==> config.mk <==
export PLATFORM = sky130hd
export DESIGN_NAME = cold_tank_chill_control_core
export DESIGN_NICKNAME = d
export VERILOG_FILES = /design/src/rtl/ctcc_pkg.sv /design/src/rtl/ctcc_step.sv /design/src/rtl/cold_tank_chill_control_core.sv
export SDC_FILE = /design/constraint.sdc
export NUM_CORES = 1
export LEC_CHECK = 0
export BUFFER_PORTS_ARGS = -buffer_cell sky130_fd_sc_hd__buf_2
export CAP_MARGIN = 20
export CORE_MARGIN = 2
export CORE_UTILIZATION = 45
export CTS_CLUSTER_SIZE = 28
export DETAILED_ROUTE_END_ITERATION = 12
export SYNTH_ARGS = -nofsm -noshare
export SYNTH_HDL_FRONTEND = slang
export SYNTH_SLANG_ARGS = --single-unit
==> constraint.sdc <==
create_clock -name i_clk -period 4.37 [get_ports i_clk]
set_input_delay 0.6555 -clock i_clk [delete_from_list [all_inputs] [get_ports i_clk]]
set_output_delay 0.6555 -clock i_clk [all_outputs]
set_load 0.02 [all_outputs]
==> src/rtl/ctcc_pkg.sv <==
// Package for the cold tank chill controller: types, register indexes, reset values.
// Used by ctcc_step and cold_tank_chill_control_core.
`timescale 1ns / 1ps

package ctcc_pkg;

    localparam int CHECK_TICKS_DEF = 60;

    localparam int TEMP_W  = 12;
    localparam int TICKS_W = 12;
    localparam int CFG_ADDR_W = 3;
    localparam int CFG_DATA_W = 12;

    typedef enum logic [CFG_ADDR_W-1:0] {
        CFG_MAKE_ENABLE  = 3'd0,
        CFG_ON_TEMP      = 3'd1,
        CFG_OFF_TEMP     = 3'd2,
        CFG_PROTECT_TEMP = 3'd3,
        CFG_HOT_THRESH   = 3'd4,
        CFG_WARM_THRESH  = 3'd5,
        CFG_LONG_TICKS   = 3'd6,
        CFG_SHORT_TICKS  = 3'd7
    } t_cfg_idx;

    localparam logic                     MAKE_ENABLE_RST  = 1'b1;
    localparam logic signed [TEMP_W-1:0] ON_TEMP_RST      = 12'sd68;
    localparam logic signed [TEMP_W-1:0] OFF_TEMP_RST     = 12'sd45;
    localparam logic signed [TEMP_W-1:0] PROTECT_TEMP_RST = 12'sd0;
    localparam logic signed [TEMP_W-1:0] HOT_THRESH_RST   = 12'sd300;
    localparam logic signed [TEMP_W-1:0] WARM_THRESH_RST  = 12'sd150;
    localparam logic [TICKS_W-1:0]       LONG_TICKS_RST   = 12'd1020;
    localparam logic [TICKS_W-1:0]       SHORT_TICKS_RST  = 12'd540;

    typedef struct packed {
        logic                     make_enable;
        logic signed [TEMP_W-1:0] on_temp;
        logic signed [TEMP_W-1:0] off_temp;
        logic signed [TEMP_W-1:0] protect_temp;
        logic signed [TEMP_W-1:0] hot_threshold;
        logic signed [TEMP_W-1:0] warm_threshold;
        logic [TICKS_W-1:0]       long_extra_ticks;
        logic [TICKS_W-1:0]       short_extra_ticks;
    } t_cfg;

    // Laid out to match the input tdata: temperature in the lowest bits.
    typedef struct packed {
        logic                     cold_error;
        logic                     second_on_time_over;
        logic                     on_time_over;
        logic                     protect_time_expired;
        logic                     level_full;
        logic                     compressor_running;
        logic signed [TEMP_W-1:0] temperature;
    } t_sample;

    typedef struct packed {
        logic               making;
        logic               extra_phase;
        logic [TICKS_W-1:0] extra_count;
        logic               filled_flag;
    } t_state;

endpackage

==> src/rtl/ctcc_step.sv <==
// One-tick state update of the chill controller: level, countdown, hysteresis, veto.
// Depends on ctcc_pkg.
`timescale 1ns / 1ps

module ctcc_step #(
    parameter int CHECK_TICKS = ctcc_pkg::CHECK_TICKS_DEF,
    localparam int CNT_W = $clog2(CHECK_TICKS + 2)
) (
    input  ctcc_pkg::t_cfg    i_cfg,
    input  ctcc_pkg::t_sample i_sample,
    input  ctcc_pkg::t_state  i_state,
    input  logic [CNT_W-1:0]  i_check_cnt,
    output ctcc_pkg::t_state  o_state,
    output logic [CNT_W-1:0]  o_check_cnt
);

    localparam logic [CNT_W-1:0] CHECK_LIM = CNT_W'(CHECK_TICKS);

    always_comb begin
        logic                          mk;
        logic                          xp;
        logic [ctcc_pkg::TICKS_W-1:0]  ec;
        logic [CNT_W-1:0]              cc;
        logic                          veto;

        xp = i_state.extra_phase;
        ec = i_state.extra_count;
        cc = i_check_cnt;

        if (i_sample.compressor_running && xp) begin
            if (ec != '0) begin
                ec = ec - 1'b1;
            end else begin
                cc = '0;
            end
        end

        mk = xp ? 1'b0 : i_state.making;

        if (mk) begin
            if (i_cfg.off_temp >= i_sample.temperature) begin
                xp = 1'b1;
                mk = 1'b0;
            end
            priority if (cc < CHECK_LIM) begin
                cc = cc + 1'b1;
            end else if (cc == CHECK_LIM) begin
                cc = cc + 1'b1;
                priority if (i_sample.temperature > i_cfg.hot_threshold) begin
                    ec = i_cfg.long_extra_ticks;
                end else if (i_sample.temperature > i_cfg.warm_threshold) begin
                    ec = i_cfg.short_extra_ticks;
                end else begin
                    ec = '0;
                end
            end
        end else if (i_cfg.on_temp <= i_sample.temperature) begin
            mk = 1'b1;
        end

        if (ec != '0) begin
            mk = 1'b1;
            if (i_sample.temperature <= i_cfg.protect_temp) begin
                mk = 1'b0;
                ec = '0;
                cc = '0;
            end
        end else begin
            xp = 1'b0;
        end

        veto = !i_cfg.make_enable || !(i_state.filled_flag || i_sample.level_full)
            || !i_sample.protect_time_expired || i_sample.on_time_over
            || i_sample.second_on_time_over || i_sample.cold_error;
        if (veto) begin
            mk = 1'b0;
            ec = '0;
            cc = '0;
        end

        o_state.making      = mk;
        o_state.extra_phase = xp;
        o_state.extra_count = ec;
        o_state.filled_flag = i_state.filled_flag || i_sample.level_full;
        o_check_cnt         = cc;
    end

endmodule

==> src/rtl/cold_tank_chill_control_core.sv <==
// Top level of the cold tank chill controller: stream ports, config registers, state.
// Depends on ctcc_pkg and ctcc_step.
`timescale 1ns / 1ps

// One sample in, one decision out, per transfer. A sample is taken every cycle while the
// output is not stalled; its result is registered through the input register, then the result
// register, with the single state update in ctcc_step between the two registers. Each result
// shows the controller state after that sample. Config writes apply at once and are meant
// for idle periods only.
module cold_tank_chill_control_core #(
    parameter int CHECK_TICKS = ctcc_pkg::CHECK_TICKS_DEF
) (
    input  logic                            i_clk,
    input  logic                            i_rst_n,
    input  logic                            i_s_tvalid,
    output logic                            o_s_tready,
    // [11:0] temperature, [12] compressor_running, [13] level_full,
    // [14] protect_time_expired, [15] on_time_over, [16] second_on_time_over,
    // [17] cold_error, [23:18] zero
    input  logic [23:0]                     i_s_tdata,
    output logic                            o_m_tvalid,
    input  logic                            i_m_tready,
    // [0] make_request, [1] extra_running, [13:2] extra_ticks_left,
    // [14] tank_filled, [15] zero
    output logic [15:0]                     o_m_tdata,
    input  logic                            i_cfg_wr_en,
    input  logic [ctcc_pkg::CFG_ADDR_W-1:0] i_cfg_addr,
    input  logic [ctcc_pkg::CFG_DATA_W-1:0] i_cfg_wdata
);

    localparam int CNT_W = $clog2(CHECK_TICKS + 2);

    ctcc_pkg::t_cfg    r_cfg;
    ctcc_pkg::t_sample r_sample;
    logic              r_in_valid;
    ctcc_pkg::t_state  r_state;
    ctcc_pkg::t_state  n_state;
    logic [CNT_W-1:0]  r_check_cnt;
    logic [CNT_W-1:0]  n_check_cnt;
    logic              r_out_valid;
    logic [15:0]       r_out_data;
    logic              s_xfer;
    logic              advance;

    assign advance    = r_in_valid && (!r_out_valid || i_m_tready);
    assign o_s_tready = !r_in_valid || advance;
    assign s_xfer     = i_s_tvalid && o_s_tready;

    always_ff @(posedge i_clk) begin
        if (!i_rst_n) begin
            r_cfg.make_enable       <= ctcc_pkg::MAKE_ENABLE_RST;
            r_cfg.on_temp           <= ctcc_pkg::ON_TEMP_RST;
            r_cfg.off_temp          <= ctcc_pkg::OFF_TEMP_RST;
            r_cfg.protect_temp      <= ctcc_pkg::PROTECT_TEMP_RST;
            r_cfg.hot_threshold     <= ctcc_pkg::HOT_THRESH_RST;
            r_cfg.warm_threshold    <= ctcc_pkg::WARM_THRESH_RST;
            r_cfg.long_extra_ticks  <= ctcc_pkg::LONG_TICKS_RST;
            r_cfg.short_extra_ticks <= ctcc_pkg::SHORT_TICKS_RST;
        end else if (i_cfg_wr_en) begin
            unique case (ctcc_pkg::t_cfg_idx'(i_cfg_addr))
                ctcc_pkg::CFG_MAKE_ENABLE:  r_cfg.make_enable       <= i_cfg_wdata[0];
                ctcc_pkg::CFG_ON_TEMP:      r_cfg.on_temp           <= i_cfg_wdata;
                ctcc_pkg::CFG_OFF_TEMP:     r_cfg.off_temp          <= i_cfg_wdata;
                ctcc_pkg::CFG_PROTECT_TEMP: r_cfg.protect_temp      <= i_cfg_wdata;
                ctcc_pkg::CFG_HOT_THRESH:   r_cfg.hot_threshold     <= i_cfg_wdata;
                ctcc_pkg::CFG_WARM_THRESH:  r_cfg.warm_threshold    <= i_cfg_wdata;
                ctcc_pkg::CFG_LONG_TICKS:   r_cfg.long_extra_ticks  <= i_cfg_wdata;
                ctcc_pkg::CFG_SHORT_TICKS:  r_cfg.short_extra_ticks <= i_cfg_wdata;
                default: ;
            endcase
        end
    end

    // Hold the sample until the update stage takes it.
    always_ff @(posedge i_clk) begin
        if (!i_rst_n) begin
            r_in_valid <= 1'b0;
        end else if (s_xfer) begin
            r_in_valid <= 1'b1;
        end else if (advance) begin
            r_in_valid <= 1'b0;
        end
    end

    always_ff @(posedge i_clk) begin
        if (s_xfer) begin
            r_sample <= ctcc_pkg::t_sample'(i_s_tdata[17:0]);
        end
    end

    ctcc_step #(
        .CHECK_TICKS(CHECK_TICKS)
    ) u_step (
        .i_cfg       (r_cfg),
        .i_sample    (r_sample),
        .i_state     (r_state),
        .i_check_cnt (r_check_cnt),
        .o_state     (n_state),
        .o_check_cnt (n_check_cnt)
    );

    // Advance state and result together.
    always_ff @(posedge i_clk) begin
        if (!i_rst_n) begin
            r_state     <= '0;
            r_check_cnt <= '0;
            r_out_valid <= 1'b0;
        end else if (advance) begin
            r_state     <= n_state;
            r_check_cnt <= n_check_cnt;
            r_out_valid <= 1'b1;
        end else if (i_m_tready) begin
            r_out_valid <= 1'b0;
        end
    end

    always_ff @(posedge i_clk) begin
        if (advance) begin
            r_out_data <= {1'b0, n_state.filled_flag, n_state.extra_count,
                           n_state.extra_phase, n_state.making};
        end
    end

    assign o_m_tvalid = r_out_valid;
    assign o_m_tdata  = r_out_data;

endmodule

Word level (Yosys, flattened, before mapping)
Cells that the tools add are included.
Storage, ports and cells
  register bits after elaboration: 141
  output and inout bits: 18
Operators by class
  add/sub/neg operators: 2
  order comparisons: 6
  equal/unequal tests: 8
  muxes and demuxes: 32
  reductions and logical operators: 29
Operators by type and width (count)
  12-bit two-way mux: 10
  6-bit two-way mux: 8
  12-bit greater-than comparator: 2
  12-bit <= comparator: 2
  12-bit nonzero test: 2
  2-bit AND reduction: 8
  1-bit two-way mux: 14
  3-bit == test, second input constant: 4
  12-bit greater-or-equal comparator: 1
  12-bit by 1-bit subtractor with 12-bit output, second input constant: 1
  1-bit logical OR: 8
  6-bit by 1-bit adder with 6-bit output, second input constant: 1
  3-bit by 2-bit == test with 1-bit output, second input constant: 2
  6-bit == test, second input constant: 1
  6-bit less-than comparator, second input constant: 1
  1-bit logical NOT: 5
  2-bit nonzero test: 2
  3-bit by 1-bit == test with 1-bit output, second input constant: 1
  1-bit logical AND: 3
  3-bit logical NOT: 1

Logic depth before layout (Yosys ltp)
Gate-level depths: netlist of run 1.
  depth after elaboration: 10
  gate-level depth with buffers: 20
  mapped depth without buffers: 17

Cells and area by module
A second synthesis of run 1 with hierarchy kept.
Second synthesis, totals
  cells, all modules: 821
  area total of the unflattened synthesis: 7408.4 sq um
By module, submodules not included
  cold_tank_chill_control_core: times used 1, cells an instance 447, area each 4802.1 sq um, seq. area each 3153.0 sq um
  ctcc_step: times used 1, cells an instance 374, area each 2606.2 sq um, seq. area each 0.0 sq um

Least setup slack after synthesis of run 1
Ideal clock, no wire load.
  path type: register -> register
  from: reg r_state[1] in the netlist's numbering
  to: reg r_out_data[0], in the netlist o_m_tdata[0] (data pin)
  arrival time: 3.874 ns
  required time: 4.232 ns
  path slack: 0.358 ns
  cell stages (with the launch flop): 18
  path buffers: 2
  period minus slack after synthesis: 4.012 ns
  cells stage by stage: dfxtp_1 inv_1 ha_1 or3b_2 nor3_2 nand2_1 nand2_1 ha_1 inv_1 or3_2 a21oi_1 a221oi_1 a2111oi_2 nand3_1 buf_6 a21o_2 buf_2 nor2_1
RTL lines
  start: declaration: line cold_tank_chill_control_core.sv:36  | ctcc_pkg::t_state r_state;
  start signal: assignment: line cold_tank_chill_control_core.sv:109  | r_state <= n_state;
  end signal: assignment: line cold_tank_chill_control_core.sv:119  | r_out_data <= {1'b0, n_state.filled_flag, n_state.extra_count,
  end: declaration: line cold_tank_chill_control_core.sv:41  | logic [15:0] r_out_data;

Final worst setup path of run 1
  from: reg r_state[1] in the netlist's numbering
  to: reg r_check_cnt[4]
On the way
  word-level cells in the longest chain between the ends: 10
RTL lines
  12-bit nonzero test: line ctcc_step.sv:31  | if (ec != '0) begin
  6-bit two-way mux: line ctcc_step.sv:31
  6-bit two-way mux: line ctcc_step.sv:30  | if (i_sample.compressor_running && xp) begin
  6-bit by 1-bit adder with 6-bit output or 6-bit == test (tied branches): line ctcc_step.sv:46, ctcc_step.sv:48, ctcc_step.sv:47
  6-bit two-way mux or 12-bit two-way mux (tied branches): line ctcc_step.sv:47  | end else if (cc == CHECK_LIM) begin
  6-bit two-way mux or 12-bit two-way mux (tied branches): line ctcc_step.sv:45  | priority if (cc < CHECK_LIM) begin
  6-bit two-way mux or 12-bit two-way mux (tied branches): line ctcc_step.sv:40  | if (mk) begin
  6-bit two-way mux or 12-bit nonzero test (tied branches): line ctcc_step.sv:63, ctcc_step.sv:61
  6-bit two-way mux (*): line ctcc_step.sv:61  | if (ec != '0) begin
  6-bit two-way mux (*): line ctcc_step.sv:75  | if (veto) begin
  end signal: assignment: line cold_tank_chill_control_core.sv:110  | r_check_cnt <= n_check_cnt;
  end: declaration: line cold_tank_chill_control_core.sv:38  | logic [CNT_W-1:0] r_check_cnt;
Every way passes the cells marked *; elsewhere a longest branch is shown, timed or not.
A chain may end at the register's enable or synchronous reset.

==> metrics, run 1 <==
outcome complete, no violations; Comb pwr share 0.083; clock sink count 141; Die Height 132 microns; crit path launch type register; Crit Path Max Fanout 13; Max Clk Rate 244 MHz; H-tree depth 4; CTS tree done; Reg2Reg Depth 17; Num CTS Buffers 17; Worst Setup End Kind register; CP arrival 4.47 ns; Net Switching 0.000776 W; reg-to-reg endpoint r_check_cnt[4]; Clock Power Share 0.471; synthesized cell area 0.00741 sq mm; Synth cell types 63; Final period util 0.938; WHS Path Cells 1; CP endpoint r_check_cnt[4]; asr flop ratio synth 0; Power Internal 0.00236 W; DR WL/cell 18.3 microns; initial antenna violation count 0; total die area 0.0175 sq mm; final setup vio count 0; vias per cell 5.57; core region area 0.0160 sq mm; pwr dens 368 mW/mm^2; final instance count without filler cells 1139; slowest CP cell or3b_2; Boundary Pins 62; # diodes 0; routability cong. 0.876; launching point of the worst reg2reg path r_state[1]; GRT Util Overall 0.246; Die X 132 microns; HPWL Detailed 14900 microns; worst clock skew 0.00896 ns; Seq cells post-synth 141; Rows 46; share of layout cells above drive strength 1 0.144; first-pass GRT wire length 33400 microns; Levels on crit path 17; Final Max Slew Viols 0; vias 6341; slew margin rel. 0.274; crit-path cells inv_1 > ha_1 > or3b_2 > nor3_4 > nand2_2 > nand2_2 > ha_1 > inv_1 > or3_4 > nand3_1 > o21ai_0 > a221o_1 > a2111oi_2 > nand3_1 > buf_4 > a2111oi_1 > or3_1; crit path kind reg2reg; WP data required 4.74 ns; largest cells by area after synthesis dfxtp_1 29%, edfxtp_1 13%, ha_1 11%, nand2_1 10%, a21boi_0 6.7%; area leader, netlist dfxtp_1; most instantiated cells after synthesis 202 x nand2_1, 108 x dfxtp_1, 66 x a21boi_0; # DRC 0; Worst-Skew Late Latency 0.43 ns; Clock transition at path regs 0.06 ns; Synthesis Warnings 0; total global routing overflow 0; sequential-to-total area share from yosys stat 0.425; Yosys top cell area share 0.292; maxcap violations 0; hold buffer count at cts 0; Synthesized Nets 965; r2r setup slk 0.27 ns; WP buf/inv 3; mean post-synth cell area 8.64 sq um; Post-synth EDFFs 33; vias in the first global route 6278; drt pass-1 iters 5; most frequent cell after synthesis nand2_1; drt total wl 20800 microns; Post-synth top flop dfxtp_1; Sw Share 0.248; final core occ 0.533; Starting DRT DRC Count 459; fin crit period 4.10 ns; worst vdd rail ir drop 0.000300 V; Fillers 1516; Area Overhead vs Synth 15.0%; pin count of the biggest net entering global routing 55; Worst Setup SP r_state[1]; cell family with most CP delay simple AND/OR/NAND/NOR gates; slowest stage delay, CP 0.54 ns; unrepaired setup endpoints after global routing no; Leak 3.43 nW; Clock Path Buffers 2; IO buf count 54; Initial Util 0.463; CTS root buf clkbuf_16; min-delay worst type in2reg; Placed Cells 1107; setup TNS 0 ns; Mapped Cells 858; antenna-violating nets left 0; Seq pwr share 0.446; nets 1017; Hold Vio Cnt, Final 0; measured slew at the worst slew-check pin 1.08 ns
## layer usage
layer / global-route usage / up-vias / part of all wire
met4: 0.107 / 0 / 0.028
met5: 0 / - / 0
met2: 0.396 / 202 / 0.46
li1: - / 3080 / -
met3: 0.0515 / 46 / 0.050
met1: 0.319 / 3013 / 0.46
## sequential cells by signal, summed over array words and instances (netlist names)
| signal | count |
|---|---|
| r_check_cnt | 6 |
| r_sample | 18 |
| r_cfg | 85 |
| r_state | 15 |
| r_in_valid | 1 |
| o_m_tdata | 15 |
| o_m_tvalid | 1 |
## cell usage in the layout, fill, tap and decap left out, drive strengths merged, types with 3 or more instances in the layout
cell type / instances
mux2i: 3
a211oi: 5
nor3: 14
a31o: 3
a221oi: 5
o221ai: 4
edfxtp: 33
o21ai: 31
a21o: 12
and2: 6
nor2b: 10
a31oi: 4
a21oi: 17
xor2: 4
clkinv: 7
ha: 63
a221o: 3
inv: 66
buf: 69
nand4: 15
or2: 4
nand2: 202
clkbuf: 17
o311ai: 3
nand3: 31
or3: 8
nor4: 5
bufinv: 3
o21a: 7
a2111oi: 5
clkinvlp: 5
dfxtp: 108
nor2: 41
o211ai: 13
nand2b: 8
a21boi: 66
## how the worst min path moves through the flow
| stage | start | endpoint | slack, ns |
|---|---|---|---|
| after floorplan | r_check_cnt[1] | r_check_cnt[1] | 0.42 |
| after global placement | r_check_cnt[1] | r_check_cnt[1] | 0.43 |
| after detailed placement | r_cfg[8] | r_cfg[8] | 0.46 |
| after CTS | i_s_tdata[14] | r_sample[14] | 0.38 |
| after global routing | i_s_tdata[14] | r_sample[14] | 0.38 |
| final | i_s_tdata[14] | r_sample[14] | 0.40 |
## logic make-up after synthesis
kind of cell	Yosys count	share of synthesized area
adder cells (fa/ha/maj)	63	0.106
XOR/XNOR	6	0.00709
AO/OA/AOI/OAI	189	0.186
flip-flops	141	0.425
other	1	0.000506
AND/OR/NAND/NOR	353	0.214
multiplexers	3	0.00405
buffers and inverters	102	0.0564
## area by class of cell
| type | count | area, sq um | share of cell area |
|---|---|---|---|
| inverters | 66 | 248 | 0.0291 |
| repair buffers | 69 | 383 | 0.0449 |
| well taps | 216 | 270 | 0.0317 |
| flip-flops and latches | 141 | 3150 | 0.370 |
| clock buffers | 17 | 425 | 0.0499 |
| clock inverters | 15 | 173 | 0.0202 |
| multi-input cells | 615 | 3870 | 0.454 |
## stage by stage
step	power, W	hold WS, ns	instance area (sq um)	worst slack (ns)
after floorplan	0.00158	0.425	7410	0.358
after global placement	0.00167	0.434	7900	0.152
after detailed placement	0.00168	0.456	7900	0.0196
after CTS	0.00315	0.385	8500	0.165
after global routing	0.00325	0.378	8530	0.0114
final	0.00314	0.397	8530	0.271
## power groups by stage
stage	Clock [W]	Sequential (W)	Combinational, W
6_report	0.00148	0.00140	0.000261
5_1_grt	0.00156	0.00140	0.000293
4_1_cts	0.00149	0.00140	0.000261
3_5_place_dp	0	0.00143	0.000259
3_3_place_gp	0	0.00143	0.000250
2_1_floorplan	0	0.00142	0.000156
## worst reg2reg max path, stage by stage, from the launching register on
cell and delay [ns]:
dfxtp_1 0.32, inv_1 0.09, ha_1 0.17, or3b_2 0.54, nor3_4 0.18, nand2_2 0.14, nand2_2 0.15, ha_1 0.17
inv_1 0.05, or3_4 0.47, nand3_1 0.11, o21ai_0 0.11, a221o_1 0.30, a2111oi_2 0.35, nand3_1 0.12, buf_4 0.20
a2111oi_1 0.40, or3_1 0.17
## repair_timing
item,CTS,global route
gates resized for setup,3,9
buffers inserted,0,0
endpoints found under the setup margin,2,15
(Power assumes the default switching activity.)
==> run 2, diff against run 1 <==
--- a/config.mk
+++ b/config.mk
@@ -11,6 +11,7 @@
 export CORE_UTILIZATION = 45
 export CTS_CLUSTER_SIZE = 28
 export DETAILED_ROUTE_END_ITERATION = 12
+export PLACE_DENSITY = 0.74
 export SYNTH_ARGS = -nofsm -noshare
 export SYNTH_HDL_FRONTEND = slang
 export SYNTH_SLANG_ARGS = --single-unit
==> metrics, run 2 (synthesis results as in run 1) <==
first-pass GRT wire length 30100 microns; Die Height 132 microns; Max Clk Rate 245 MHz; Worst-Skew Late Latency 0.43 ns; Num CTS Buffers 17; CTS root buf clkbuf_16; Fillers 1492; Die X 132 microns; measured slew at the worst slew-check pin 1.08 ns; total global routing overflow 0; vias in the first global route 5811; final core occ 0.531; clock sink count 141; min-delay worst type in2reg; Rows 46; outcome complete, no violations; CP arrival 4.46 ns; share of layout cells above drive strength 1 0.137; CTS tree done; Post-CTS Setup Repair Bufs 0; drt total wl 18400 microns; antenna-violating nets left 0; fin crit period 4.09 ns; drt pass-1 iters 5; maxcap violations 0; Hold Vio Cnt, Final 0; Crit Path Max Fanout 13; Worst Setup End Kind register; vias per cell 5.46; top flop regs r_cfg (85), r_sample (18); Worst Setup SP r_state[1]; Largest Register r_cfg; worst vdd rail ir drop 0.000223 V; setup TNS 0 ns; worst clock skew 0.00912 ns; final setup vio count 0; initial antenna violation count 0; dpl ws 0.141 ns; Starting DRT DRC Count 434; Initial Util 0.463; Boundary Pins 62; nets 1015; GRT Util Overall 0.218; total die area 0.0175 sq mm; Clock Path Buffers 2; pwr dens 369 mW/mm^2; unrepaired setup endpoints after global routing no; Leak 3.43 nW; most frequent cells in the layout 202 x nand2_1, 108 x dfxtp_1, 66 x a21boi_0, 65 x inv_1, 63 x ha_1; Final Max Slew Viols 0; Area Overhead vs Synth 14.6%; pin count of the biggest net entering global routing 66; PnR worst setup slack 0.280 ns; crit path launch type register; r2r setup slk 0.28 ns; Final period util 0.936; reg-to-reg endpoint r_check_cnt[5]; Reg area 0.00315 sq mm; DR WL/cell 16.2 microns; crit path kind reg2reg; Reg2Reg Depth 17; vias 6205; # diodes 0; core region area 0.0160 sq mm; H-tree depth 4; leading cell type in the layout, fill and taps excluded nand2_1; launching point of the worst reg2reg path r_state[1]; slew margin rel. 0.282; CP endpoint r_check_cnt[5]; hold buffer count at cts 0; routability cong. 0.925; # DRC 0; max FFs per register 85; Resized cells post-CTS 0; area of the multi-input gates 0.00385 sq mm; HPWL Detailed 13200 microns; WP data required 4.74 ns; IO buf count 54; Clock transition at path regs 0.06 ns
## run 2: cell types whose count changed in the layout (fill, tap and decap cells not counted), sizes merged
cell,previous run,this run
buf,69,67
clkinvlp,5,3
inv,66,65
clkbuf,17,21
clkinv,7,6
## run 2: power by group
| part | internal [W] | total, W | leakage, nW | switching [W] |
|---|---|---|---|---|
| clock network | 0.000939 | 0.00149 | 0.295 | 0.000552 |
| logic | 0.0000916 | 0.000250 | 1.94 | 0.000159 |
| registers | 0.00137 | 0.00140 | 1.20 | 0.0000260 |
## run 2: how the worst min path moves through the flow
stage	from	end	slack [ns]	cells past startpoint
2_1_floorplan	r_check_cnt[1]	r_check_cnt[1]	0.42	2
3_3_place_gp	r_state[14]	r_state[14]	0.44	2
3_5_place_dp	r_state[14]	r_state[14]	0.45	2
4_1_cts	i_s_tdata[1]	r_sample[1]	0.39	1
5_1_grt	i_s_tdata[13]	r_sample[13]	0.39	1
6_report	i_s_tdata[1]	r_sample[1]	0.40	1
## run 2: per-layer routing
| layer | share of wire | vias up | GRT usage |
|---|---|---|---|
| li1 | - | 3078 | - |
| met1 | 0.45 | 2932 | 0.279 |
| met2 | 0.47 | 160 | 0.362 |
| met3 | 0.047 | 35 | 0.0411 |
| met4 | 0.026 | 0 | 0.0920 |
| met5 | 0 | - | 0 |
## run 2: area by class of cell
cell class / count / share of cell area
Timing Repair Buffer: 67 / 0.0433
Clock inverter: 11 / 0.0166
Multi-Input combinational cell: 615 / 0.453
Inverter: 66 / 0.0292
Clock buffer: 21 / 0.0554
Tap cell: 216 / 0.0318
Sequential cell: 141 / 0.371
## run 2: per-stage QoR
| stage | instance area [sq um] | hold slack (ns) | std cells | total power, W |
|---|---|---|---|---|
| floorplan | 7410 | 0.425 | 858 | 0.00158 |
| global placement | 7870 | 0.443 | 1104 | 0.00167 |
| detailed placement | 7870 | 0.446 | 1104 | 0.00167 |
| CTS | 8490 | 0.390 | 1136 | 0.00315 |
| global route | 8500 | 0.391 | 1137 | 0.00325 |
| finish | 8500 | 0.402 | 1137 | 0.00314 |
## run 2: critical path, stage by stage (launching register included)
cell       delay, ns
dfxtp_1         0.32
inv_1           0.09
ha_1            0.16
or3b_2          0.51
nor3_2          0.16
nand2_1         0.17
nand2_1         0.17
ha_1            0.18
inv_1           0.06
or3_4           0.48
nand3_1         0.11
o21ai_0         0.11
a221o_1         0.30
a2111oi_2       0.34
nand3_1         0.11
buf_4           0.19
a2111oi_0       0.42
a211o_1         0.15
==> run 3, diff against run 2 <==
--- a/config.mk
+++ b/config.mk
@@ -14,4 +14,5 @@
 export PLACE_DENSITY = 0.74
 export SYNTH_ARGS = -nofsm -noshare
 export SYNTH_HDL_FRONTEND = slang
+export SYNTH_HIERARCHICAL = 1
 export SYNTH_SLANG_ARGS = --single-unit
==> metrics, run 3 <==
maxcap violations 0; synthesized cell area 0.00741 sq mm; vias 6107; Hold Vio Cnt, Final 0; CTS root buf clkbuf_16; sequential-to-total area share from yosys stat 0.426; total global routing overflow 0; outcome complete, no violations; WP data required 4.71 ns; Clock Path Buffers 2; initial antenna violation count 0; clock sink count 141; end of the worst hold path r_sample[0]; Die Height 132 microns; Final period util 0.894; crit path kind reg2reg; Resized cells post-CTS 0; measured slew at the worst slew-check pin 0.943 ns; Mapped Cells 821; pwr dens 365 mW/mm^2; crit path launch type register; first-pass GRT wire length 28600 microns; area post-placement 0.00784 sq mm; Boundary Pins 62; H-tree depth 4; Area Overhead vs Synth 14.0%; Yosys top cell area share 0.292; # DRC 0; hold path startpoint i_s_tdata[0]; routability cong. 0.866; Synthesis Warnings 6; mean post-synth cell area 9.02 sq um; total die area 0.0175 sq mm; Reg2Reg Depth 18; HPWL Detailed 13100 microns; Leak 3.46 nW; max FFs per register 85; vias per cell 5.60; reg-to-reg endpoint r_state[14]; hold buffer count at cts 0; Post-synth top flop dfxtp_1; min-delay worst type in2reg; core region area 0.0160 sq mm; Clock transition at path regs 0.06 ns; crit-path cells inv_1 > ha_1 > nor4b_1 > buf_4 > nand4_1 > nand2_1 > ha_1 > and3_1 > buf_4 > a311oi_1 > nor2_1 > a41oi_1 > o31ai_1 > a2111oi_4 > nand4_4 > a2bb2oi_1 > nand2_1 > mux2i_1; GRT Util Overall 0.208; Post-CTS Setup Repair Bufs 0; slowest stage delay, CP 0.38 ns; CTS tree done; Crit Path Max Fanout 10; # diodes 0; WP buf/inv 3; Synthesized Nets 929; Pwr Total 0.00308 W; setup TNS 0 ns; unrepaired setup endpoints after global routing no; pin count of the biggest net entering global routing 69; worst vdd rail ir drop 0.000290 V; DR WL/cell 16.6 microns; Finished Cell Area 0.00844 sq mm; Rows 46; leading cell type in the layout, fill and taps excluded nand2_1; slew margin rel. 0.368; drt pass-1 iters 5; WHS Path Cells 1; most frequent cell after synthesis nand2_1; worst clock skew 0.0115 ns; nets 970; drt total wl 18100 microns; CP arrival 4.25 ns; Worst-Skew Late Latency 0.42 ns; Initial Util 0.463; largest cells by area after synthesis dfxtp_1 29%, edfxtp_1 13%, ha_1 11%, nand2_1 6.2%, mux2i_1 5.5%; Starting DRT DRC Count 530; fin crit period 3.91 ns; Max Clk Rate 256 MHz; final setup vio count 0; slowest CP cell dfxtp_1; Final Max Slew Viols 0; asr flop ratio synth 0; area leader, netlist dfxtp_1; vias in the first global route 5643; share of layout cells above drive strength 1 0.113; Die X 132 microns; Largest Register r_cfg; antenna-violating nets left 0; launching point of the worst reg2reg path r_state[1]; Seq cells post-synth 141; IO buf count 54; top flop regs r_cfg (85), r_sample (18); most instantiated cells after synthesis 122 x nand2_1, 108 x dfxtp_1, 75 x nand3_1; cell family with most CP delay compound AO/OA/AOI/OAI gates; Synth cell types 58; Num CTS Buffers 17; Worst Setup End Kind register; r2r setup slk 0.46 ns; Post-synth EDFFs 33; most frequent cells in the layout 122 x nand2_1, 108 x dfxtp_1, 75 x nand3_1, 69 x o21ai_0, 64 x ha_1
==> run 3: kinds of logic after synthesis <==
family	after synthesis	synth area share
and+or+nand+nor	301	0.202
AOI/OAI and AO/OA	162	0.140
DFF	141	0.426
buffers and inverters	99	0.0542
adders and majority gates	64	0.108
muxes	41	0.0554
xor gates and xnor gates	12	0.0142
other	1	0.000506
==> run 3: layout make-up <==
cell class	count	area (sq um)
clock buffer	22	475
inverter	58	218
tap	216	270
fill	1500	7560
timing repair buffer	63	353
clock inverter	10	114
sequential	141	3150
multi-input combinational	581	3860
==> run 3: where the power goes <==
part / switching (W) / total, W / internal [W]
Sequential: 0.0000244 / 0.00140 / 0.00137
Clock: 0.000537 / 0.00142 / 0.000886
Combinational: 0.000169 / 0.000262 / 0.0000935
==> run 3: per-layer routing <==
layer,share of wire,track usage
met4,0.035,0.0962
met2,0.46,0.334
met3,0.055,0.0427
met5,0,0
met1,0.45,0.269
==> run 3: through the flow <==
stage	cells	hold slack (ns)	utilization	worst slack, ns
2_1_floorplan	821	0.429	-	0.631
3_3_place_gp	1058	0.442	0.490	0.636
3_5_place_dp	1058	0.449	0.490	0.523
4_1_cts	1090	0.394	0.527	0.510
5_1_grt	1091	0.392	0.528	0.222
6_report	1091	0.408	0.528	0.462
==> run 3: how the worst max path moves through the flow <==
stage | startpoint | end | slack, ns | cells past startpoint
floorplan | r_state[1] | r_state[8] | 0.63 | 17
global placement | r_sample[3] | r_state[14] | 0.64 | 11
detailed placement | r_state[1] | r_state[14] | 0.52 | 18
CTS | r_state[1] | r_state[14] | 0.51 | 18
global route | r_state[1] | r_state[14] | 0.22 | 18
finish | r_state[1] | r_state[14] | 0.46 | 18
